**config.mk**
```make
export PLATFORM = sky130hd
export DESIGN_NAME = ier_ram
export DESIGN_NICKNAME = d
export VERILOG_FILES = /design/src/sv/ier_pkg.sv /design/src/sv/ier_ram.sv
export SDC_FILE = /design/constraint.sdc
export NUM_CORES = 2
export LEC_CHECK = 0
export ABC_AREA = 0
export BUFFER_PORTS_ARGS = -buffer_cell sky130_fd_sc_hd__buf_2
export CAP_MARGIN = 20
export CORE_UTILIZATION = 35
export DETAILED_ROUTE_END_ITERATION = 8
export PLACE_DENSITY = 0.53
export SLEW_MARGIN = 20
export SYNTH_ARGS = -nofsm -noshare
export SYNTH_HDL_FRONTEND = slang
export SYNTH_SLANG_ARGS = --single-unit
export TNS_END_PERCENT = 20
```
**constraint.sdc**
```tcl
create_clock -name clk -period 6.8 [get_ports clk]
set_input_delay 1.02 -clock clk [delete_from_list [all_inputs] [get_ports clk]]
set_output_delay 1.02 -clock clk [all_outputs]
set_load 0.005 [all_outputs]
```
**src/sv/ier_pkg.sv**
```systemverilog
// Shared constants, types and helpers for the ICMP echo reply rewriter.
// No dependencies; every module of the block and the bench import this package.
package ier_pkg;

	// Packet limits in bytes
	localparam int MAX_BYTES = 256;
	localparam int MIN_BYTES = 24;

	// Widths: byte count, store index per bank, store address over two banks
	localparam int CNT_W   = 9;
	localparam int IDX_W   = 6;
	localparam int ADDR_W  = IDX_W + 1;
	localparam int DEPTH   = 1 << ADDR_W;
	localparam int IPS_W   = 20;
	localparam int ICS_W   = 24;

	// Word positions inside the packet
	localparam logic [IDX_W-1:0] HDR_WORDS     = IDX_W'(5);
	localparam logic [IDX_W-1:0] IP_CSUM_WORD  = IDX_W'(2);
	localparam logic [IDX_W-1:0] SRC_WORD      = IDX_W'(3);
	localparam logic [IDX_W-1:0] DST_WORD      = IDX_W'(4);
	localparam logic [IDX_W-1:0] ICMP_HDR_WORD = IDX_W'(5);

	// Result status codes
	localparam logic [1:0] ST_REPLY = 2'd0;
	localparam logic [1:0] ST_SHORT = 2'd1;
	localparam logic [1:0] ST_LONG  = 2'd2;

	// Finished packet handed from front to back
	typedef struct packed {
		logic             bank;
		logic [CNT_W-1:0] nbytes;
		logic [1:0]       status;
		logic [IPS_W-1:0] ip_sum;
		logic [ICS_W-1:0] icmp_sum;
	} desc_t;

	// Store write and read requests
	typedef struct packed {
		logic              en;
		logic [ADDR_W-1:0] addr;
		logic [31:0]       data;
	} mem_wr_t;

	typedef struct packed {
		logic              en;
		logic [ADDR_W-1:0] addr;
	} mem_rd_t;

	// Back tells front that a bank may be refilled
	typedef struct packed {
		logic valid;
		logic bank;
	} release_t;

	// Keep the first nb bytes of a word, clear the rest
	function automatic logic [31:0] mask_bytes(input logic [31:0] w, input logic [2:0] nb);
		logic [31:0] r;
		case (nb)
			3'd0:    r = 32'h0;
			3'd1:    r = w & 32'hFF00_0000;
			3'd2:    r = w & 32'hFFFF_0000;
			3'd3:    r = w & 32'hFFFF_FF00;
			default: r = w;
		endcase
		return r;
	endfunction

	// Fold a ones' complement sum to 16 bits and invert it
	function automatic logic [15:0] csum_fold(input logic [ICS_W-1:0] s);
		logic [16:0] a;
		logic [16:0] b;
		a = {1'b0, s[15:0]} + {9'b0, s[23:16]};
		b = {1'b0, a[15:0]} + {16'b0, a[16]};
		return ~b[15:0];
	endfunction

endpackage

```
**src/sv/ier_ram.sv**
```systemverilog
// Two-bank packet store, one write port and one registered read port.
// Depends on ier_pkg.
module ier_ram
	import ier_pkg::*;
(
	input  logic        clk,
	input  mem_wr_t     wr,
	input  mem_rd_t     rd,
	output logic [31:0] rd_data
);

	logic [31:0] mem [DEPTH];

	// Write port
	always_ff @(posedge clk) begin
		if (wr.en) begin
			mem[wr.addr] <= wr.data;
		end
	end

	// Read port, data held until the next read
	always_ff @(posedge clk) begin
		if (rd.en) begin
			rd_data <= mem[rd.addr];
		end
	end

endmodule

```
### Word-level counts from Yosys, hierarchy flattened

Memory sizes are Yosys's and may differ from the RTL's. A register that Yosys moved wholly into a read port is not among the register bits.
Cells that the tools add are included.

* multiplexer cells: 2

Operators by type and width (count)
* $mux 1: 2

* register bits after elaboration: 0
* RAM bits: 4096
* input bits: 49
* output and inout bits: 32
* memories kept: 1

Memories
* mem: depth 128, bits a word 32, rd ports 1, clocked after memory_dff 1, wr ports 1, line ier_ram.sv:12 `logic [31:0] mem [DEPTH];`

### Depth between registers and ports, before layout

* depth after elaboration: 2
* depth in mapped cells: 8

### Worst setup path before layout

OpenSTA, ideal clock, no wires.

* path kind: input port to flip-flop
* start: in wr[39] (netlist name)
* end: mem mem[98][0], enable pin
* arrival: 3798 ps
* required time: 6339 ps
* setup slack: 2541 ps
* stages on the path: 3
* path buffers: 1
* cell sequence: clkbuf_1 -> nand4_1 -> nor3_1

* cells in the longest elaborated chain, start to end: 2

Ends and longest elaborated chain
* start: declaration: line ier_ram.sv:7 `input mem_wr_t wr,`
* $mux 1: line ier_ram.sv:16 `if (wr.en) begin`
* $mux 1 (implied by the code): line ier_ram.sv:17 `mem[wr.addr] <= wr.data;`
* end: declaration: line ier_ram.sv:12

No other way between the ends.

==> out/qor.txt <==
Slew headroom: 21.1%
CTS tree: done
Hold_ws: 479 ps
Max-slew violations: 0
Clock Tree Buf Depth: 4
Die X: 671 microns
RSZ-0062 raised after global routing: false
Total grt overflow: 0
Ports: 81
Hold path depth: 1
Placed cell area: 167,000 sq um
Post_cts resized: 0
Clk_lat worst skew: 990 ps
Final setup violation count: 0
Setup crit start: rd[0]
Max Cap Violations: 0
Drt initial violations: 8,833
CP Data Arrival Time: 4590 ps
Cells after synthesis: 5,990
Clk pin slew, worst setup/hold paths: 60 ps
First-pass GRT wire length: 613 mm
Layout cells sized above 1: 36.4%
Postcts setup bufs: 0
Initial core utilization: 35.2%
Final Hold Fails: 0
Number of synthesized register bits: 4,128
Maximum fanout along the worst path: 59
Worst EP required: 7520 ps
Final instance area: 181,000 sq um
DP HPWL: 257 mm
Worst min path class: input pin to flip-flop
R2R Path Start: mem[119][6]$_DFFE_PP_
Worst IR Drop VDD: 0.221 mV
Commonest cells after routing, fill and taps aside: edfxtp_1 (4,128), mux4_2 (1,344), clkbuf_16 (431), buf_4 (250), nor2_4 (119)
TritonCTS Sinks: 4,128
Crit path buffers/inverters: 3
Pin count of the biggest net entering global routing: 110
Delay-heaviest family, CP: multiplexers
Area added between synthesis and finish: 15.5%
Die area: 450,000 sq um
Cts bufs inserted: 427
PD cells: 302 nW/um^2
Post-layout minimum cycle time: 3870 ps
Average size of a mapped cell: 26.1 sq um
# DRC: 0
Synthesized area: 157,000 sq um
Leak Pwr: 54.7 nW
CP Capture Type: flip-flop
Overall global routing resource usage: 19.7%
Layout Cells excl Fill: 12,800
Cell variety after synth: 16
Die height: 671 microns
Final setup skew: 76.0 ps
Core ar.: 445,000 sq um
Placed instance count: 11,900
Root Driver: clkbuf_16
Final core area utilization: 40.6%
Post-Route WL: 447 mm
Mapped Nets: 6,039
Setup CP Type: input pin to flip-flop
1st-pass router iterations: 5
H-tree Lvls: 5
Period utilization: 57.0%
Worst stage delay on the critical path: 710 ps
Post-synthesis sequential area ratio: 79.2%
R2r endpoint: rd_data[6]$_DFFE_PP_
Critical-path cell list: buf_12 -> buf_12 -> buf_12 -> mux4_2 -> mux4_2 -> mux4_2 -> mux2_2
Fillers: 38,300
Post-CTS Hold Fix Bufs: 0
End point of the critical path: rd_data[2]$_DFFE_PP_
Number of port buffers: 80
Slew @ Worst Pin: 1180 ps
Achievable clock frequency: 0.258 GHz
Synth warnings: 0
Placement Rows: 245
Nets@finish: 6,497
Setup TNS: 0 ps
Vias post-DR: 70,600
Initial antenna violation count: 54
Final Wtd Congestion: 0.793
R2R cell count: 4
CP max stage cell: mux4_2
Number of cells on the critical path: 7
Vias in the first global route: 72,600
Worst reg2reg setup slack: 4010 ps
Antenna viol nets, final: 0
Crit start category: input pin
Outcome: finished clean
Routed len/inst: 35.0 microns
Most common cell after layout, fill and taps aside: edfxtp_1
DR vias/cell: 5.52
per-stage QoR:
step,worst slack [ps],power [mW]
finish,2930,54.6
global route,2800,56.0
CTS,2890,55.1
detailed placement,1830,31.6
global placement,1820,31.6
floorplan,2540,30.1
cell usage after synthesis (all sizes together):
| cell type | count | area, sq um |
|---|---|---|
| nand2 | 14 | 52.6 |
| edfxtp | 4128 | 124000 |
| or3 | 1 | 6.26 |
| mux4 | 1344 | 30300 |
| buf | 134 | 628 |
| clkbuf | 182 | 683 |
| nand2b | 2 | 12.5 |
| nand4 | 3 | 18.8 |
| nand3 | 12 | 60.1 |
| nor2b | 7 | 43.8 |
| nor2 | 122 | 458 |
| mux2 | 32 | 360 |
| nor3 | 9 | 45.0 |
cells by family after synthesis:
kind of cell	synth area share [%]
multiplexers	19.6
buffers and inverters	0.837
AND/OR/NAND/NOR	0.445
flip-flops	79.2
registers in the layout, indices dropped and copies added (netlist names):
signal / count
mem: 4096
rd_data: 32
metal layers:
layer / up-vias / wire length, microns / global-route usage, %
li1: 27500 / - / -
met2: 2638 / 225000 / 33.2
met5: - / 130 / 0
met3: 558 / 28800 / 2.99
met4: 18 / 13000 / 5.61
met1: 39900 / 180000 / 26.5
worst min path at each step:
stage / start / end
4_1_cts: wr[24] / mem[85][24]$_DFFE_PP_
6_report: wr[24] / mem[82][24]$_DFFE_PP_
3_3_place_gp: mem[124][18]$_DFFE_PP_ / rd_data[18]$_DFFE_PP_
3_5_place_dp: mem[124][18]$_DFFE_PP_ / rd_data[18]$_DFFE_PP_
5_1_grt: wr[27] / mem[64][27]$_DFFE_PP_
2_1_floorplan: wr[0] / mem[0][0]$_DFFE_PP_
power by group:
part | internal, mW | total (mW) | switching [mW] | leakage, nW
logic | 1.02 | 2.77 | 1.74 | 10.8
registers | 28.1 | 28.2 | 0.0939 | 37.1
clock network | 13.7 | 23.6 | 9.97 | 6.84
total | 42.8 | 54.6 | 11.8 | 54.7
cell type report:
class	instances	area, sq um	area share (%)
Timing Repair Buffer	345	3120	1.72
Multi-Input combinational cell	1546	32300	17.8
Clock buffer	501	11000	6.11
Antenna cell	43	108	0.0595
Sequential cell	4128	124000	68.5
Clock inverter	290	3000	1.66
Tap cell	5928	7420	4.10
No activity file was read; power rests on OpenSTA's default activity.
