**src/sv/ier_pkg.sv**
```systemverilog
// Shared constants, types and helpers for the ICMP echo reply rewriter.
// No dependencies; every module of the block and the bench import this package.
package ier_pkg;

	// Packet limits in bytes
	localparam int MAX_BYTES = 256;
	localparam int MIN_BYTES = 24;

	// Widths: byte count, store index per bank, store address over two banks
	localparam int CNT_W   = 9;
	localparam int IDX_W   = 6;
	localparam int ADDR_W  = IDX_W + 1;
	localparam int DEPTH   = 1 << ADDR_W;
	localparam int IPS_W   = 20;
	localparam int ICS_W   = 24;

	// Word positions inside the packet
	localparam logic [IDX_W-1:0] HDR_WORDS     = IDX_W'(5);
	localparam logic [IDX_W-1:0] IP_CSUM_WORD  = IDX_W'(2);
	localparam logic [IDX_W-1:0] SRC_WORD      = IDX_W'(3);
	localparam logic [IDX_W-1:0] DST_WORD      = IDX_W'(4);
	localparam logic [IDX_W-1:0] ICMP_HDR_WORD = IDX_W'(5);

	// Result status codes
	localparam logic [1:0] ST_REPLY = 2'd0;
	localparam logic [1:0] ST_SHORT = 2'd1;
	localparam logic [1:0] ST_LONG  = 2'd2;

	// Finished packet handed from front to back
	typedef struct packed {
		logic             bank;
		logic [CNT_W-1:0] nbytes;
		logic [1:0]       status;
		logic [IPS_W-1:0] ip_sum;
		logic [ICS_W-1:0] icmp_sum;
	} desc_t;

	// Store write and read requests
	typedef struct packed {
		logic              en;
		logic [ADDR_W-1:0] addr;
		logic [31:0]       data;
	} mem_wr_t;

	typedef struct packed {
		logic              en;
		logic [ADDR_W-1:0] addr;
	} mem_rd_t;

	// Back tells front that a bank may be refilled
	typedef struct packed {
		logic valid;
		logic bank;
	} release_t;

	// Keep the first nb bytes of a word, clear the rest
	function automatic logic [31:0] mask_bytes(input logic [31:0] w, input logic [2:0] nb);
		logic [31:0] r;
		case (nb)
			3'd0:    r = 32'h0;
			3'd1:    r = w & 32'hFF00_0000;
			3'd2:    r = w & 32'hFFFF_0000;
			3'd3:    r = w & 32'hFFFF_FF00;
			default: r = w;
		endcase
		return r;
	endfunction

	// Fold a ones' complement sum to 16 bits and invert it
	function automatic logic [15:0] csum_fold(input logic [ICS_W-1:0] s);
		logic [16:0] a;
		logic [16:0] b;
		a = {1'b0, s[15:0]} + {9'b0, s[23:16]};
		b = {1'b0, a[15:0]} + {16'b0, a[16]};
		return ~b[15:0];
	endfunction

endpackage

```
**src/sv/ier_out_if.sv**
```systemverilog
// Result channel of the rewriter: one reply word or one drop per transfer.
// Standalone interface, no dependencies.
interface ier_out_if;
	logic        valid;
	logic        ready;
	logic [31:0] out_word;
	logic [2:0]  out_bytes;
	logic        out_last;
	logic [1:0]  out_status;

	modport source (output valid, out_word, out_bytes, out_last, out_status, input ready);
	modport sink   (input valid, out_word, out_bytes, out_last, out_status, output ready);
endinterface

```
**src/sv/ier_back.sv**
```systemverilog
// Back part: replays a stored packet as the reply, or emits a drop result.
// Depends on ier_pkg and ier_out_if; reads ier_ram, pops ier_queue.
module ier_back
	import ier_pkg::*;
(
	input  logic         clk,
	input  logic         arst_n,
	input  logic         q_valid,
	input  desc_t        q_head,
	output logic         q_pop,
	output mem_rd_t      rd,
	input  logic [31:0]  rd_data,
	output release_t     rel,
	ier_out_if.source    reply
);

	localparam logic [1:0] B_IDLE = 2'd0;
	localparam logic [1:0] B_RUN  = 2'd1;
	localparam logic [1:0] B_DROP = 2'd2;

	logic [1:0]       st_q;
	logic             bank_q;
	logic [IDX_W-1:0] last_idx_q;
	logic [2:0]       tail_q;
	logic [1:0]       status_q;
	logic [15:0]      ipc_q;
	logic [15:0]      icc_q;
	logic [IDX_W-1:0] ok_q;

	logic             out_valid_q;
	logic [31:0]      out_word_q;
	logic [2:0]       out_bytes_q;
	logic             out_last_q;
	logic [1:0]       out_status_q;

	logic             can_load;
	logic [CNT_W-1:0] nm1;
	logic             is_last;
	logic [31:0]      v;

	// Swap source and destination words on read
	function automatic logic [IDX_W-1:0] map_idx(input logic [IDX_W-1:0] k);
		logic [IDX_W-1:0] r;
		if (k == SRC_WORD) begin
			r = DST_WORD;
		end else if (k == DST_WORD) begin
			r = SRC_WORD;
		end else begin
			r = k;
		end
		return r;
	endfunction

	assign can_load = !out_valid_q || reply.ready;
	assign nm1      = q_head.nbytes - CNT_W'(1);
	assign is_last  = ok_q == last_idx_q;
	assign q_pop    = (st_q == B_IDLE) && q_valid;

	// Patch checksums and ICMP type, clear bytes past the tail
	always_comb begin
		v = rd_data;
		if (ok_q == IP_CSUM_WORD) begin
			v = {rd_data[31:16], ipc_q};
		end else if (ok_q == ICMP_HDR_WORD) begin
			v = {8'h00, rd_data[23:16], icc_q};
		end
		if (is_last) begin
			v = mask_bytes(v, tail_q);
		end
	end

	// Store reads: first word on job start, next word on each load
	always_comb begin
		rd.en   = 1'b0;
		rd.addr = {bank_q, map_idx(ok_q + IDX_W'(1))};
		if (st_q == B_IDLE) begin
			rd.en   = q_valid && (q_head.status == ST_REPLY);
			rd.addr = {q_head.bank, map_idx('0)};
		end else if (st_q == B_RUN) begin
			rd.en = can_load && !is_last;
		end
	end

	// Free the bank when the job's final result is loaded
	always_comb begin
		rel.bank  = bank_q;
		rel.valid = 1'b0;
		if (st_q == B_DROP) begin
			rel.valid = can_load;
		end else if (st_q == B_RUN) begin
			rel.valid = can_load && is_last;
		end
	end

	// Sequencer
	always_ff @(posedge clk or negedge arst_n) begin
		if (!arst_n) begin
			st_q <= B_IDLE;
			ok_q <= '0;
		end else begin
			unique case (st_q)
				B_IDLE: begin
					if (q_valid) begin
						ok_q <= '0;
						st_q <= (q_head.status == ST_REPLY) ? B_RUN : B_DROP;
					end
				end
				B_RUN: begin
					if (can_load) begin
						if (is_last) begin
							st_q <= B_IDLE;
						end else begin
							ok_q <= ok_q + IDX_W'(1);
						end
					end
				end
				B_DROP: begin
					if (can_load) begin
						st_q <= B_IDLE;
					end
				end
				default: st_q <= B_IDLE;
			endcase
		end
	end

	// Latch the job and its folded checksums
	always_ff @(posedge clk) begin
		if (q_pop) begin
			bank_q     <= q_head.bank;
			status_q   <= q_head.status;
			last_idx_q <= nm1[IDX_W+1:2];
			tail_q     <= {1'b0, nm1[1:0]} + 3'd1;
			ipc_q      <= csum_fold(ICS_W'(q_head.ip_sum));
			icc_q      <= csum_fold(q_head.icmp_sum);
		end
	end

	// Output register valid
	always_ff @(posedge clk or negedge arst_n) begin
		if (!arst_n) begin
			out_valid_q <= 1'b0;
		end else if (can_load) begin
			out_valid_q <= (st_q == B_RUN) || (st_q == B_DROP);
		end
	end

	// Output register payload
	always_ff @(posedge clk) begin
		if (can_load) begin
			if (st_q == B_DROP) begin
				out_word_q   <= 32'h0;
				out_bytes_q  <= 3'd0;
				out_last_q   <= 1'b1;
				out_status_q <= status_q;
			end else begin
				out_word_q   <= v;
				out_bytes_q  <= is_last ? tail_q : 3'd4;
				out_last_q   <= is_last;
				out_status_q <= ST_REPLY;
			end
		end
	end

	assign reply.valid      = out_valid_q;
	assign reply.out_word   = out_word_q;
	assign reply.out_bytes  = out_bytes_q;
	assign reply.out_last   = out_last_q;
	assign reply.out_status = out_status_q;

endmodule

```
**src/flat_wrapper.sv**
```systemverilog
// flat-port wrapper written by rule: the top's interface ports become plain ports
module ier_back_flat import ier_pkg::*;
  (clk, arst_n, q_valid, q_head, q_pop, rd, rd_data, rel, reply_valid, reply_out_word, reply_out_bytes, reply_out_last, reply_out_status, reply_ready);
  ier_out_if reply_i ();
  input  logic clk;
  input  logic arst_n;
  input  logic q_valid;
  input  desc_t q_head;
  output logic q_pop;
  output mem_rd_t rd;
  input  logic [31:0] rd_data;
  output release_t rel;
  output wire logic [$bits(reply_i.valid)-1:0] reply_valid;
  output wire logic [$bits(reply_i.out_word)-1:0] reply_out_word;
  output wire logic [$bits(reply_i.out_bytes)-1:0] reply_out_bytes;
  output wire logic [$bits(reply_i.out_last)-1:0] reply_out_last;
  output wire logic [$bits(reply_i.out_status)-1:0] reply_out_status;
  input wire logic [$bits(reply_i.ready)-1:0] reply_ready;
  assign reply_valid = reply_i.valid;
  assign reply_out_word = reply_i.out_word;
  assign reply_out_bytes = reply_i.out_bytes;
  assign reply_out_last = reply_i.out_last;
  assign reply_out_status = reply_i.out_status;
  assign reply_i.ready = reply_ready;
  ier_back u_core (.clk(clk), .arst_n(arst_n), .q_valid(q_valid), .q_head(q_head), .q_pop(q_pop), .rd(rd), .rd_data(rd_data), .rel(rel), .reply(reply_i));
endmodule
```
**config.mk**
```make
export PLATFORM = sky130hd
export DESIGN_NAME = ier_back_flat
export DESIGN_NICKNAME = d
export VERILOG_FILES = /design/src/sv/ier_pkg.sv /design/src/sv/ier_out_if.sv /design/src/sv/ier_back.sv /design/src/flat_wrapper.sv
export SDC_FILE = /design/constraint.sdc
export NUM_CORES = 1
export LEC_CHECK = 0
export ABC_AREA = 1
export CORE_ASPECT_RATIO = 0.5
export CORE_MARGIN = 3
export CORE_UTILIZATION = 55
export CTS_CLUSTER_DIAMETER = 100
export DETAILED_ROUTE_END_ITERATION = 7
export DONT_BUFFER_PORTS = 1
export HOLD_SLACK_MARGIN = 0.06
export PLACE_DENSITY = 0.69
export RECOVER_POWER = 25
export SYNTH_ARGS = -nofsm -noshare
export SYNTH_HDL_FRONTEND = slang
export SYNTH_SLANG_ARGS = --single-unit
export TNS_END_PERCENT = 1
```
**constraint.sdc**
```tcl
create_clock -name clk -period 2.83 [get_ports clk]
set_input_delay 0.566 -clock clk [delete_from_list [all_inputs] [get_ports clk]]
set_output_delay 0.566 -clock clk [all_outputs]
set_load 0.02 [all_outputs]
```
=== Yosys cells after proc, flatten, opt, wreduce, memory -nomap -nowiden ===
Cells that the tools add are included.

* $add $sub $neg: 7
* Reductions and logical operators: 15
* Muxes and demuxes: 22
* Bitwise gates (word level): 3
* Equal/unequal tests: 15

{| class="wikitable"
|+ Operators with widths
! kind !! number
|-
| $pmux W32 S4 || 1
|-
| $mux W32 || 3
|-
| $add A16 B1 Y16 || 2
|-
| $not A16 Y16 || 2
|-
| $mux W6 || 5
|-
| $add A16 B4 Y17 || 1
|-
| $add A16 B8 Y17 || 1
|-
| $eq A6 B2 Y1 const B || 2
|-
| $eq A6 B3 Y1 const B || 2
|-
| $pmux W6 S2 || 1
|-
| $mux W2 || 5
|-
| $reduce_and A4 Y1 || 2
|-
| $sub A8 B1 Y8 const B || 1
|-
| $mux W7 || 1
|-
| $add A6 B1 Y6 const B || 1
|-
| $eq A3 B2 Y1 const B || 2
|-
| $eq A6 B6 Y1 || 1
|-
| $ne A2 B1 Y1 const B || 3
|-
| $pmux W2 S3 || 1
|-
| $logic_and A1 B1 Y1 || 4
|-
| $logic_not A2 Y1 || 2
|-
| $mux W1 || 4
|-
| $ne A2 B2 Y1 const B || 2
|-
| $add A2 B1 Y3 const B || 1
|-
| 10 further kinds || 12
|}

* Input bits: 92
* Logic and storage cells: 76
* Register bits after elaboration: 91
* Output and inout port bits: 50

=== Logic depth before layout (Yosys ltp) ===
* Depth after elaboration: 5
* Depth in mapped cells: 21
* Gate-level depth less buffers: 21

=== Worst setup path after synthesis ===
OpenSTA, ideal clock, no wires.

* Path type: input-to-reg
* From: input port q_head[0] (netlist name)
* To: register u_core.icc_q[12], data pin
* Data required time: 2.578 ns
* Data arrival time: 2.977 ns
* Slack: -0.399 ns
* Cell stages on the path: 21
* Buffers on the path: 0
* Library setup time: 0.252 ns
* Cells stage by stage: ha_1 inv_1 fa_1 inv_1 nand2_2 nand2_1 nand3_1 nand2_1 nand3_1 nor4_1 ha_1 ha_1 inv_1 nor2_1 nand3_2 nor2_4 nand3_4 nor2_4 nand2_1 nand2_1 nand2_1

* Longest elaborated chain between the ends: 3

{| class="wikitable"
|+ RTL lines
! what !! line !! RTL
|-
| start, declared || flat_wrapper.sv:8 || <nowiki>input desc_t q_head;</nowiki>
|-
| $add A16 B8 Y17 || ier_pkg.sv:73 || <nowiki>a = {1'b0, s[15:0]} + {9'b0, s[23:16]};</nowiki>
|-
| $add A16 B1 Y16 || ier_pkg.sv:74 || <nowiki>b = {1'b0, a[15:0]} + {16'b0, a[16]};</nowiki>
|-
| $not A16 Y16 || ier_pkg.sv:75 || <nowiki>return ~b[15:0];</nowiki>
|-
| end signal, assigned || ier_back.sv:135 || <nowiki>icc_q <= csum_fold(q_head.icmp_sum);</nowiki>
|-
| end, declared || ier_back.sv:27 || <nowiki>logic [15:0] icc_q;</nowiki>
|}

Every way passes these cells.
A chain may end at the register's enable or synchronous reset.

=== Worst setup path after layout ===
* From: input port q_head[16] (netlist name)
* To: register u_core.icc_q[12], data pin

Same word-level chain as after synthesis.

==> reports/results.tsv <==
metric	value	unit
syn_nets	909	
Final ANT Viol Nets	0	
IO Port Bufs	0	
placed cell area	0.00694	sq mm
min-delay worst type	primary input to register	
Nets	964	
CP endpoint kind	register	
fin cells	1011	
crit path DAT	3.01	ns
worst-skew pair later-pin latency	0.34	ns
routed vias/inst	5.05	
Lkg Pwr	3.49	nW
worst r2r src	u_core.st_q[0]$_DFFE_PN0P_	
die height	82.4	um
Int Pwr	3.06	mW
commonest non-fill, non-tap cell in the layout	nand2_1	
Syn Inst Count	792	
Worst-path clk slew	0.07	ns
Area contributors post-synth	edfxtp_1 38%, nand2_1 13%, inv_1 7.9%, nor2_1 5.1%, ha_1 4.5%	
Reg2Reg Setup Slack	0.81	ns
Sequential Power Share	51.6	%
relative slew slack	58.8	%
routed via count	5101	
DR iter-0 viols	205	
Fin. Hold Viols	0	
Async S/R FF share, synth	9.89	%
Critical Path Sink	u_core.icc_q[12]$_DFFE_PP_	
initial antenna violation count	0	
ANT cells	0	
vias in the first global route	4717	
Achievable Freq	343	MHz
PwrDens	676	mW/mm^2
Yosys top cell by area	edfxtp_1	
clock network fraction of design power	22.1	%
Metal-1 WL	6570	um
share of layout cells above drive strength 1	19.0	%
cell count along the critical path	22	
Sw Pwr	1.90	mW
Yosys Warn Count	0	
Worst Reg-to-Reg Cells	5	
Rows	27	
GPL Wtd Cong	0.886	
drt wl/cell	13.8	um
worst setup margin	-0.0861	ns
register area share after synthesis	41.9	%
synthesized area	0.00642	sq mm
grt ovf	0	
core box area	0.0112	sq mm
Worst path slowest cell	fa_2	
WL met3	852	um
RSZ-0062 raised after global routing	true	
maxcap violations	0	
commonest non-fill, non-tap cells in the layout	215 x nand2_1, 130 x inv_1, 83 x nor2_1	
CP Launch Point	q_head[16]	
worst-path cell chain	ha_4 > inv_2 > fa_2 > inv_2 > nand2_2 > nand2_2 > nand3_2 > nand2_2 > nand3_2 > nor4_2 > buf_4 > ha_4 > ha_4 > inv_2 > nor2_4 > nand3_4 > nor2_4 > nand3_4 > nor2_4 > nand2_1 > nand2_1 > nand2_1	
TritonCTS buffer count	9	
failing checks	negative setup slack	
Top FF cell, synth	edfxtp_1	
largest net degree at the start of global routing	42	
Logic pwr share	26.3	%
worst slew pin tran	0.619	ns
first-pass GRT wire length	22200	um
synthesized area per cell	8.10	sq um
area growth from synthesis to layout	14.2	%
Initial Utilization	57.4	%
Root Driver	clkbuf_16	
#FFs+latches synth	91	
delay-heaviest family, CP	simple AND/OR/NAND/NOR gates	
crit path time final	2.92	ns
first-pass detailed-route iteration total	5	
Critical Path Start Type	primary input	
Layout Skew	0.00703	ns
CTS sink cnt	91	
Netlist cell types	43	
top cell type's share of synthesized area	38.4	%
number of synthesized flops with an enable pin	82	
Net Sw Frac	38.3	%
Longest Clk Path Bufs	2	
fin. max-slew vios	0	
Die Wd	159	um
Routed WL	14000	um
worst vdd ir	394	uV
status	complete, but fails checks	
worst-path maximum fanout	4	
Max stage delay on crit path	0.34	ns
H-tree depth	3	
CTS tree	done	
Die ar.	0.0131	sq mm
final setup TNS	-0.207	ns
fin crit share	103	%
dpl cells	988	
half-perimeter wire length after placement	11300	um
critical path class	primary input to register	
design area	0.00733	sq mm
number of remaining DRC errors	0	
Critical Path RT	2.92	ns
Hold WS	0.321	ns
Tot GR Track Use	21.2	%
top sig layer	met4	
crit path buf inv count	4	
met2 WL	6380	um
I/O pins	142	
reg2reg end	u_core.last_idx_q[4]$_DFFE_PP_	
final setup fails	4	
## registers in the layout, indices dropped and copies added, names as in the netlist
name / flops
u_core.reply.out_status: 2
u_core.status_q: 2
u_core.reply.out_bytes: 3
u_core.bank_q: 1
u_core.last_idx_q: 6
u_core.ok_q: 6
u_core.reply.out_word: 32
u_core.reply.valid: 1
u_core.icc_q: 16
u_core.st_q: 2
u_core.ipc_q: 16
u_core.tail_q: 3
u_core.reply.out_last: 1
## power groups by stage
stage / sequential (mW) / combinational (mW) / clock (mW)
CTS: 2.57 / 1.30 / 1.11
finish: 2.56 / 1.30 / 1.10
global route: 2.60 / 1.48 / 1.18
floorplan: 2.51 / 0.980 / 0
global placement: 2.58 / 1.25 / 0
detailed placement: 2.59 / 1.28 / 0
## final cells by class
class                      count  area [sq um]
fill                         964          3850
tap                          159           199
clock buffer                   9           225
inverter                     141           529
sequential                    91          2690
timing repair buffer          50           374
clock inverter                 7          51.3
multi-input combinational    554          3260
## synthesized netlist by cell type, drive strengths merged (2+ instances only)
master,n
nand3b,5
mux2i,16
nor3,19
inv,141
and2,3
nand2,239
dfrtp,9
fa,2
xnor2,6
nand4,28
mux2,16
nor2,99
a21oi,6
nor4,2
edfxtp,82
buf,5
or2,4
xor2,22
ha,23
o21ai,5
nor3b,2
nand3,53
## through the flow
step / total power, mW / setup WS (ns) / util [%]
after floorplan: 3.49 / -0.332 / -
after global placement: 3.83 / -0.470 / 62.0
after detailed placement: 3.87 / -0.630 / 62.0
after CTS: 4.98 / 0.0193 / 64.9
after global routing: 5.26 / -0.245 / 65.6
final: 4.96 / -0.0861 / 65.6
## worst register-to-register path: stages (launching register included)
cell and delay, ns:
dfrtp_1 0.40, inv_1 0.09, ha_1 0.31, nand2_1 0.16
inv_2 0.20, buf_4 0.47
## repair_timing
action / in CTS / in global routing
buffers inserted: 0 / 6
gates resized for setup: 5 / 14
cloned: 0 / 0
pin swaps: 3 / 13
hold buffers: 1 / 0
hold endpoints to repair: 9 / 0
setup endpoints to repair: 10 / 19
## worst min-delay path by stage
| stage | startpoint | to | slack, ns | depth (start not counted) |
|---|---|---|---|---|
| after floorplan | arst_n | u_core.ok_q[0]$_DFFE_PN0P_ | 0.27 | 0 |
| after global placement | arst_n | u_core.ok_q[3]$_DFFE_PN0P_ | 0.27 | 0 |
| after detailed placement | arst_n | u_core.ok_q[3]$_DFFE_PN0P_ | 0.27 | 0 |
| after CTS | q_head[55] | u_core.bank_q$_DFFE_PP_ | 0.31 | 0 |
| after global routing | q_head[45] | u_core.status_q[1]$_DFFE_PP_ | 0.30 | 0 |
| final | q_head[55] | u_core.bank_q$_DFFE_PP_ | 0.32 | 0 |
## per-layer routing
| layer | vias to the layer above | track usage, % |
|---|---|---|
| met4 | 0 | 5.50 |
| li1 | 2656 | - |
| met2 | 162 | 35.4 |
| met1 | 2271 | 28.1 |
| met3 | 12 | 5.48 |
| met5 | - | 0 |
## cell families (layout without fill, tap and decap cells)
kind of cell	after synthesis	in the layout	share of synthesized area (%)
fa+ha+maj	25	25	5.11
mux	32	32	5.30
buf+inv	147	207	8.81
xor+xnor	28	28	4.05
simple gates	456	456	33.7
compound gates	13	13	1.13
flops	91	91	41.9
Power figures use the tool's default switching activity.
