[config.mk]
export PLATFORM = sky130hd
export DESIGN_NAME = ier_front_flat
export DESIGN_NICKNAME = d
export VERILOG_FILES = /design/src/sv/ier_pkg.sv /design/src/sv/ier_in_if.sv /design/src/sv/ier_front.sv /design/src/flat_wrapper.sv
export SDC_FILE = /design/constraint.sdc
export NUM_CORES = 1
export LEC_CHECK = 0
export ABC_AREA = 0
export BUFFER_PORTS_ARGS = -buffer_cell sky130_fd_sc_hd__buf_2
export CAP_MARGIN = 20
export CELL_PAD_IN_SITES_DETAIL_PLACEMENT = 0
export CELL_PAD_IN_SITES_GLOBAL_PLACEMENT = 1
export CORE_ASPECT_RATIO = 1.4
export CORE_MARGIN = 4
export CORE_UTILIZATION = 45
export CTS_CLUSTER_DIAMETER = 60
export DETAILED_ROUTE_END_ITERATION = 16
export MAX_ROUTING_LAYER = met4
export PLACE_DENSITY = 0.9
export SYNTH_ARGS = -nofsm -noshare
export SYNTH_HDL_FRONTEND = slang
export SYNTH_SLANG_ARGS = --single-unit
export TNS_END_PERCENT = 10
[constraint.sdc]
create_clock -name clk -period 15.2 [get_ports clk]
set_input_delay 0.76 -clock clk [delete_from_list [all_inputs] [get_ports clk]]
set_output_delay 0.76 -clock clk [all_outputs]
set_load 0.005 [all_outputs]
[src/sv/ier_pkg.sv]
// Shared constants, types and helpers for the ICMP echo reply rewriter.
// No dependencies; every module of the block and the bench import this package.
package ier_pkg;

	// Packet limits in bytes
	localparam int MAX_BYTES = 256;
	localparam int MIN_BYTES = 24;

	// Widths: byte count, store index per bank, store address over two banks
	localparam int CNT_W   = 9;
	localparam int IDX_W   = 6;
	localparam int ADDR_W  = IDX_W + 1;
	localparam int DEPTH   = 1 << ADDR_W;
	localparam int IPS_W   = 20;
	localparam int ICS_W   = 24;

	// Word positions inside the packet
	localparam logic [IDX_W-1:0] HDR_WORDS     = IDX_W'(5);
	localparam logic [IDX_W-1:0] IP_CSUM_WORD  = IDX_W'(2);
	localparam logic [IDX_W-1:0] SRC_WORD      = IDX_W'(3);
	localparam logic [IDX_W-1:0] DST_WORD      = IDX_W'(4);
	localparam logic [IDX_W-1:0] ICMP_HDR_WORD = IDX_W'(5);

	// Result status codes
	localparam logic [1:0] ST_REPLY = 2'd0;
	localparam logic [1:0] ST_SHORT = 2'd1;
	localparam logic [1:0] ST_LONG  = 2'd2;

	// Finished packet handed from front to back
	typedef struct packed {
		logic             bank;
		logic [CNT_W-1:0] nbytes;
		logic [1:0]       status;
		logic [IPS_W-1:0] ip_sum;
		logic [ICS_W-1:0] icmp_sum;
	} desc_t;

	// Store write and read requests
	typedef struct packed {
		logic              en;
		logic [ADDR_W-1:0] addr;
		logic [31:0]       data;
	} mem_wr_t;

	typedef struct packed {
		logic              en;
		logic [ADDR_W-1:0] addr;
	} mem_rd_t;

	// Back tells front that a bank may be refilled
	typedef struct packed {
		logic valid;
		logic bank;
	} release_t;

	// Keep the first nb bytes of a word, clear the rest
	function automatic logic [31:0] mask_bytes(input logic [31:0] w, input logic [2:0] nb);
		logic [31:0] r;
		case (nb)
			3'd0:    r = 32'h0;
			3'd1:    r = w & 32'hFF00_0000;
			3'd2:    r = w & 32'hFFFF_0000;
			3'd3:    r = w & 32'hFFFF_FF00;
			default: r = w;
		endcase
		return r;
	endfunction

	// Fold a ones' complement sum to 16 bits and invert it
	function automatic logic [15:0] csum_fold(input logic [ICS_W-1:0] s);
		logic [16:0] a;
		logic [16:0] b;
		a = {1'b0, s[15:0]} + {9'b0, s[23:16]};
		b = {1'b0, a[15:0]} + {16'b0, a[16]};
		return ~b[15:0];
	endfunction

endpackage

[src/sv/ier_in_if.sv]
// Request channel of the rewriter: one packet word per transfer.
// Standalone interface, no dependencies.
interface ier_in_if;
	logic        valid;
	logic        ready;
	logic [31:0] in_word;
	logic [2:0]  in_bytes;
	logic        in_last;

	modport source (output valid, in_word, in_bytes, in_last, input ready);
	modport sink   (input valid, in_word, in_bytes, in_last, output ready);
endinterface

[src/sv/ier_front.sv]
// Front part: accepts packet words, stores them and accumulates both sums.
// Depends on ier_pkg and ier_in_if; feeds ier_queue and ier_ram.
module ier_front
	import ier_pkg::*;
(
	input  logic     clk,
	input  logic     arst_n,
	ier_in_if.sink   echo,
	input  logic     q_full,
	input  release_t rel,
	output logic     push,
	output desc_t    desc,
	output mem_wr_t  wr
);

	logic             bank_q;
	logic [1:0]       busy_q;
	logic [CNT_W-1:0] cnt_q;
	logic [IPS_W-1:0] ip_q;
	logic [ICS_W-1:0] icmp_q;
	logic             ovf_q;

	logic             acc;
	logic [2:0]       nb;
	logic [CNT_W:0]   cnt_sum;
	logic             fits;
	logic             take;
	logic             set_ovf;
	logic [31:0]      w;
	logic [CNT_W-3:0] widx;
	logic [16:0]      halves;
	logic [IPS_W-1:0] ip_add;
	logic [ICS_W-1:0] icmp_add;
	logic [CNT_W-1:0] cnt_nx;
	logic [IPS_W-1:0] ip_nx;
	logic [ICS_W-1:0] icmp_nx;
	logic             ovf_nx;
	logic [1:0]       busy_nx;

	// Accept while the queue has room and the bank being filled is free
	assign echo.ready = !q_full && !busy_q[bank_q];
	assign acc        = echo.valid && echo.ready;

	// Byte count of this word
	always_comb begin
		nb = 3'd4;
		if (echo.in_last) begin
			nb = (echo.in_bytes > 3'd4) ? 3'd4 : echo.in_bytes;
		end
	end

	assign cnt_sum = {1'b0, cnt_q} + {(CNT_W-2)'(0), nb};
	assign fits    = cnt_sum <= (CNT_W+1)'(MAX_BYTES);
	assign take    = !ovf_q && (nb != 3'd0) && fits;
	assign set_ovf = !ovf_q && (nb != 3'd0) && !fits;
	assign w       = mask_bytes(echo.in_word, nb);
	assign widx    = cnt_q[CNT_W-1:2];
	assign halves  = {1'b0, w[31:16]} + {1'b0, w[15:0]};

	// Sum contributions: header skips its checksum, ICMP skips type and checksum
	always_comb begin
		ip_add   = '0;
		icmp_add = '0;
		if (widx < (CNT_W-2)'(HDR_WORDS)) begin
			if (widx == (CNT_W-2)'(IP_CSUM_WORD)) begin
				ip_add = IPS_W'(w[31:16]);
			end else begin
				ip_add = IPS_W'(halves);
			end
		end else if (widx == (CNT_W-2)'(ICMP_HDR_WORD)) begin
			icmp_add = ICS_W'(w[23:16]);
		end else begin
			icmp_add = ICS_W'(halves);
		end
	end

	assign cnt_nx  = take ? cnt_sum[CNT_W-1:0] : cnt_q;
	assign ip_nx   = take ? ip_q + ip_add : ip_q;
	assign icmp_nx = take ? icmp_q + icmp_add : icmp_q;
	assign ovf_nx  = ovf_q || set_ovf;

	// Store write
	assign wr.en   = acc && take;
	assign wr.addr = {bank_q, widx[IDX_W-1:0]};
	assign wr.data = w;

	// Hand the finished packet to the back
	assign push          = acc && echo.in_last;
	assign desc.bank     = bank_q;
	assign desc.nbytes   = cnt_nx;
	assign desc.ip_sum   = ip_nx;
	assign desc.icmp_sum = icmp_nx;
	always_comb begin
		if (ovf_nx) begin
			desc.status = ST_LONG;
		end else if (cnt_nx < CNT_W'(MIN_BYTES)) begin
			desc.status = ST_SHORT;
		end else begin
			desc.status = ST_REPLY;
		end
	end

	// Advance packet state, clear it after the last word
	always_ff @(posedge clk or negedge arst_n) begin
		if (!arst_n) begin
			bank_q <= 1'b0;
			cnt_q  <= '0;
			ip_q   <= '0;
			icmp_q <= '0;
			ovf_q  <= 1'b0;
		end else if (acc) begin
			if (echo.in_last) begin
				bank_q <= ~bank_q;
				cnt_q  <= '0;
				ip_q   <= '0;
				icmp_q <= '0;
				ovf_q  <= 1'b0;
			end else begin
				cnt_q  <= cnt_nx;
				ip_q   <= ip_nx;
				icmp_q <= icmp_nx;
				ovf_q  <= ovf_nx;
			end
		end
	end

	// Next bank ownership: release from the back, claim on push
	always_comb begin
		busy_nx = busy_q;
		if (rel.valid) begin
			busy_nx[rel.bank] = 1'b0;
		end
		if (push) begin
			busy_nx[bank_q] = 1'b1;
		end
	end

	// Track banks owned by the queue or the back
	always_ff @(posedge clk or negedge arst_n) begin
		if (!arst_n) begin
			busy_q <= 2'b00;
		end else begin
			busy_q <= busy_nx;
		end
	end

endmodule

[src/flat_wrapper.sv]
// flat-port wrapper written by rule: the top's interface ports become plain ports
module ier_front_flat import ier_pkg::*;
  (clk, arst_n, q_full, rel, push, desc, wr, echo_valid, echo_in_word, echo_in_bytes, echo_in_last, echo_ready);
  ier_in_if echo_i ();
  input  logic clk;
  input  logic arst_n;
  input  logic q_full;
  input  release_t rel;
  output logic push;
  output desc_t desc;
  output mem_wr_t wr;
  input wire logic [$bits(echo_i.valid)-1:0] echo_valid;
  input wire logic [$bits(echo_i.in_word)-1:0] echo_in_word;
  input wire logic [$bits(echo_i.in_bytes)-1:0] echo_in_bytes;
  input wire logic [$bits(echo_i.in_last)-1:0] echo_in_last;
  output wire logic [$bits(echo_i.ready)-1:0] echo_ready;
  assign echo_i.valid = echo_valid;
  assign echo_i.in_word = echo_in_word;
  assign echo_i.in_bytes = echo_in_bytes;
  assign echo_i.in_last = echo_in_last;
  assign echo_ready = echo_i.ready;
  ier_front u_core (.clk(clk), .arst_n(arst_n), .echo(echo_i), .q_full(q_full), .rel(rel), .push(push), .desc(desc), .wr(wr));
endmodule
After elaboration in Yosys (flattened, before gate mapping)
Cells that the tools add are included.

Bits in registers: 57. Input bits: 42. Output and inout port bits: 98. Word-level logic and storage cells: 68.

Add/subtract/negate cells: 4. $lt $le $gt $ge: 8. Equal/unequal tests: 5. Mux-type cells: 24. Bitwise logic cells: 4. Reductions and logical operators: 17.

Operators by type and width (count): $pmux W32 S4 (1); $mux W24 (3); $mux W20 (3); $mux W17 (2); $add A24 B24 Y24 (1); $add A20 B20 Y20 (1); $mux W9 (2); $add A16 B16 Y17 (1); $add A9 B3 Y10 (1); $le A10 B9 Y1 const B (1); $logic_and A1 B1 Y1 (9); $lt A9 B5 Y1 const B (1); $eq A7 B2 Y1 const B (1); $eq A7 B3 Y1 const B (1); $lt A7 B3 Y1 const B (1); $eq A3 B2 Y1 const B (2); $mux W1 (6); $mux W2 (3); $mux W3 (2); $logic_not A1 Y1 (4); $lt A1 B2 Y1 const B (2); $eq A3 B1 Y1 const B (1); $gt A3 B3 Y1 const B (1); $logic_not A3 Y1 (1); other kinds (9) (11).

Depth between registers and ports, before layout
Depth in word-level cells: 11. Gate-level depth with buffers: 22. Mapped depth without buffers: 21.

Worst setup path after synthesis
No wires, ideal clock.

Kind: in2out. From: in echo_in_bytes[2]. To: out desc[23] (netlist bit). Arrival: 5.235 ns. Data required time: 14.440 ns. Setup slack: 9.205 ns. Stages: 20. Path buffers: 2. Path through: or3b_2 clkbuf_1 and2_1 ha_1 fa_1 a21o_1 a21oi_1 o211ai_1 and3_1 or3_1 and3b_1 ha_1 clkbuf_1 a21o_1 nand2_1 a21boi_1 o21ai_0 a221oi_1 nor4_1 xor2_1.

RTL lines: start: declaration (RTL line flat_wrapper.sv:14) `input wire logic [$bits(echo_i.in_bytes)-1:0] echo_in_bytes;`; end: declaration (RTL line flat_wrapper.sv:10) `output desc_t desc;`.

==> results.md <==
Route:
- The number of search-and-repair iterations in the first detailed-routing pass is 5.
- The detail-routed net length per standard cell is 17.46 um.
- For this block, the routed nets add up to 20,150 um of wire.
- The count of nets left with antenna violations once routing finished came out at 0.
- The residual DRC count is 0.
- The number of vias per cell after detailed routing is 5.866.
- The routed layout has 6,769 vias.
- The iteration-0 DRC count of the detailed router is 393.

GRT:
- The largest net degree at the start of global routing is 69.
- The first global-routing pass estimated 32,860 um of wire.
- The overall fraction of global-route tracks in use is 23.63%.
- The via count of the first global-routing pass is 6,617.
- The number of antenna violations at the first check in global routing is 0.
- The total congestion overflow after global routing is 0.

Outcome:
- The flow ran to the end, and the final reports show no timing, DRC or antenna violations.

STA:
- Setup violations remaining at the end of the flow were counted as 0.
- The transition time of the tightest slew-check pin is 907.5 ps.
- In the finished design, the share of the clock period the worst path needs comes to 50.76%.
- The maximum clock frequency is 0.1296 GHz.
- The final setup slack of the worst path is 7484 ps.
- The worst pin sits at a relative slew slack of 38.86%.
- The accumulated negative setup slack is 0 ps.
- Setup repair after global routing left no endpoint under its margin.
- The count of pins over their slew limit is 0.
- The clock arrives with 6.257 ps of skew.
- The minimum clock period after layout is 7716 ps.
- The number of failing hold endpoints at the final stage came to 0.

Critical path:
- The launching element type of the critical path is an input port.
- The worst setup path is of the input port to output port kind.
- STA puts the critical path data required time at 14,440 ps.
- The critical path contains buffers and inverters numbering 4 combined.
- Setup slack on the worst reg-to-reg path comes out at 10,670 ps.
- The worst setup path is captured at an output port.
- The largest individual stage delay along the critical path comes from the cell sky130_fd_sc_hd__a221oi_1.
- On the critical path the largest part of the delay comes from compound AO/OA/AOI/OAI gates.
- Traced cell by cell, the critical path runs through buf_2 -> inv_1 -> nor2_1 -> inv_2 -> and2_1 -> ha_1 -> fa_1 -> a21o_1 -> a21oi_1 -> o211ai_1 -> and3_1 -> or3_1 -> and3b_1 -> ha_1 -> a21o_1 -> nand2_1 -> a21boi_1 -> o21ai_0 -> a221oi_1 -> nor4_1 -> xor2_1 -> buf_2.
- Along the worst path, the maximum fanout reaches 38.
- The largest incremental delay on the critical path is 730 ps.
- The arrival time of the worst setup path is 6960 ps.

Power and ir drop:
- The power per cell area is 171.0 nW/um^2.
- The worst-case vdd ir drop is 0.07191 mV.
- The analysis attributes to cell leakage a power of 3.769 nW.

Placed design:
- The wire-length estimate of the detail-placed layout is 15,330 um.
- The number of I/O port buffers is 139.
- The number of placed cells counting well taps is 1,137.
- OpenSTA, run right after detailed placement, puts the worst setup slack at 7560 ps.
- The routability congestion estimate from global placement is 0.8856.

Layout:
- The post-layout instance count excluding filler cells is 1,154.
- After the last flow step, the layout net total stands at 1,059.
- The post-route netlist has 20.89% of its cells at a drive strength greater than 1.
- The top cell types in the final layout, fill and taps aside, are sky130_fd_sc_hd__buf_2, sky130_fd_sc_hd__nand2_1, sky130_fd_sc_hd__dfrtp_1.
- The number of diodes added for antenna fixing is 0.
- The final core utilization is 52.15%.
- The commonest non-fill, non-tap cell in the layout is sky130_fd_sc_hd__buf_2.
- The layout overhead on the synthesized area is 14.31%.

Clock tree:
- The clock root buffer master is sky130_fd_sc_hd__clkbuf_16.
- Clock tree synthesis inserted a total of 9 buffers.
- The maximum clock insertion buffer count is 2.
- The count of clock tree sinks is 57.
- The post-cts sizing count is 0.
- The count of H-tree levels built during CTS is 3.
- The insertion delay to the later sink of the worst-skew pair is 340 ps.
- The clock tree from TritonCTS is done.
- Clock-pin slew was measured on the worst setup and hold paths at 50 ps.
- The buffer count from post-CTS setup fixing is 0.
- The count of hold buffers inserted by post-cts repair is 0.

Synthesis:
- The synthesis warning total is 0.
- The number of distinct standard cells referenced by the synthesized netlist is 87.
- After synthesis, the cell types taking the most area are sky130_fd_sc_hd__dfrtp_1, sky130_fd_sc_hd__ha_1, sky130_fd_sc_hd__nand2_1, sky130_fd_sc_hd__xnor2_1, sky130_fd_sc_hd__a21oi_1.
- The cell area that synthesis handed to floorplanning was 6838 um^2.
- The synthesized design contains 57 register bits.
- The synthesized net count is 955.
- Synthesis handed over a netlist of 853 instances.
- Of all cell types, the one taking the most synthesized area is sky130_fd_sc_hd__dfrtp_1.
- The synthesized design contains 0 enable-type register cells.
- In this run the mean area of a mapped cell was 8.016 um^2.
- The async set or reset register ratio after synthesis is 100.0%.
- The fraction of post-synthesis cell area in the top cell type by area is 20.86%.
- For this run, the leading register cell type out of synthesis is sky130_fd_sc_hd__dfrtp_1.
- The share of the Yosys chip area taken by registers is 20.86%.

Floorplan:
- The overall die height is 153.9 um.
- The row count is 53.
- The initial utilization of the core area, before any placement, comes to 45.63%.
- The die covers 17,260 um^2.
- The die is 112.2 um wide.
- 140 I/O pins were placed.
- After floorplanning, the core was sized to cover 14,990 um^2.

Run:
- The tool flagged a number of max-cap violations equal to 0.

Min path:
- The type of the worst min-delay path is register to register.
==> power by group <==
part | switching (mW) | internal [mW]
Sequential | 0.0783 | 0.208
Combinational | 0.469 | 0.387
Clock | 0.0755 | 0.118
Total | 0.622 | 0.714
==> logic make-up after synthesis <==
group           after synthesis  synth area share (%)
fa+ha+maj                    60                 11.42
simple gates                331                 24.90
compound gates              253                 26.37
mux                          23                 3.971
buf+inv                      71                 5.050
flops                        57                 20.86
xor+xnor                     58                 7.429
==> cells in the mapped netlist, types with 6 or more instances <==
master	count
sky130_fd_sc_hd__a31oi_1	11
sky130_fd_sc_hd__and3_1	14
sky130_fd_sc_hd__ha_1	56
sky130_fd_sc_hd__nand4_1	7
sky130_fd_sc_hd__nand3_1	30
sky130_fd_sc_hd__or4_1	6
sky130_fd_sc_hd__o21a_1	6
sky130_fd_sc_hd__inv_1	19
sky130_fd_sc_hd__o311ai_0	6
sky130_fd_sc_hd__o31ai_1	7
sky130_fd_sc_hd__nand2b_1	7
sky130_fd_sc_hd__o21ai_0	43
sky130_fd_sc_hd__xnor2_1	40
sky130_fd_sc_hd__clkbuf_1	30
sky130_fd_sc_hd__a21oi_1	49
sky130_fd_sc_hd__a21o_1	23
sky130_fd_sc_hd__and2_1	39
sky130_fd_sc_hd__xor2_1	18
sky130_fd_sc_hd__a22o_1	22
sky130_fd_sc_hd__o21bai_1	7
sky130_fd_sc_hd__nand2_1	108
sky130_fd_sc_hd__nor2_1	49
sky130_fd_sc_hd__nor2b_1	14
sky130_fd_sc_hd__buf_4	11
sky130_fd_sc_hd__nor3_1	18
sky130_fd_sc_hd__mux2_2	13
sky130_fd_sc_hd__a211oi_1	12
sky130_fd_sc_hd__or3_1	8
sky130_fd_sc_hd__o221ai_1	6
sky130_fd_sc_hd__o211ai_1	13
sky130_fd_sc_hd__dfrtp_1	57
==> routing by layer <==
layer / vias up / part of all wire [%] / track usage, %
met5: - / 0 / -
met4: 0 / 3.2 / 8.992
met3: 42 / 4.4 / 2.441
met2: 206 / 49 / 39.67
met1: 3159 / 43 / 29.23
li1: 3362 / - / -
==> state kept, by name (all words and copies together) (netlist names) <==
name and cells:
u_core.ovf_q 1, u_core.ip_q 20, u_core.cnt_q 9, u_core.bank_q 1, u_core.icmp_q 24, u_core.busy_q 2
==> layout make-up <==
cell class | count | area (um^2)
Multi-Input combinational cell | 725 | 5069
Sequential cell | 57 | 1426
Tap cell | 192 | 240.2
Inverter | 20 | 75.07
Clock buffer | 13 | 260.3
Timing Repair Buffer | 144 | 730.7
Clock inverter | 3 | 15.01
Fill cell | 1502 | 7171
==> tightest hold or removal path: stages, from the launching register on <==
cell,delay [ps]
sky130_fd_sc_hd__dfrtp_1,330
sky130_fd_sc_hd__o21ai_0,70
sky130_fd_sc_hd__o21ai_0,70
==> through the flow <==
step / total power, mW / hold slack (ps) / instance area [um^2]
2_1_floorplan: 0.8711 / 461.0 / 6838
3_3_place_gp: 1.126 / 487.0 / 7536
3_5_place_dp: 1.134 / 500.4 / 7536
4_1_cts: 1.335 / 513.1 / 7811
5_1_grt: 1.447 / 543.8 / 7816
6_report: 1.336 / 513.0 / 7816
==> worst paths after layout <==
kind | startpoint | to | cells past startpoint
worst min-delay path | u_core.busy_q[0]$_DFF_PN0_ | u_core.busy_q[0]$_DFF_PN0_ | 2
worst max register to register | u_core.cnt_q[6]$_DFFE_PN0P_ | u_core.icmp_q[20]$_DFFE_PN0P_ | 14
worst max-delay path | echo_in_last | desc[23] | 22
worst min register to register | u_core.busy_q[0]$_DFF_PN0_ | u_core.busy_q[0]$_DFF_PN0_ | 2
min in group asynchronous | arst_n | u_core.busy_q[1]$_DFF_PN0_ | 2
max in group asynchronous | arst_n | u_core.ip_q[8]$_DFFE_PN0P_ | 2
No activity file was read; power rests on OpenSTA's default activity.
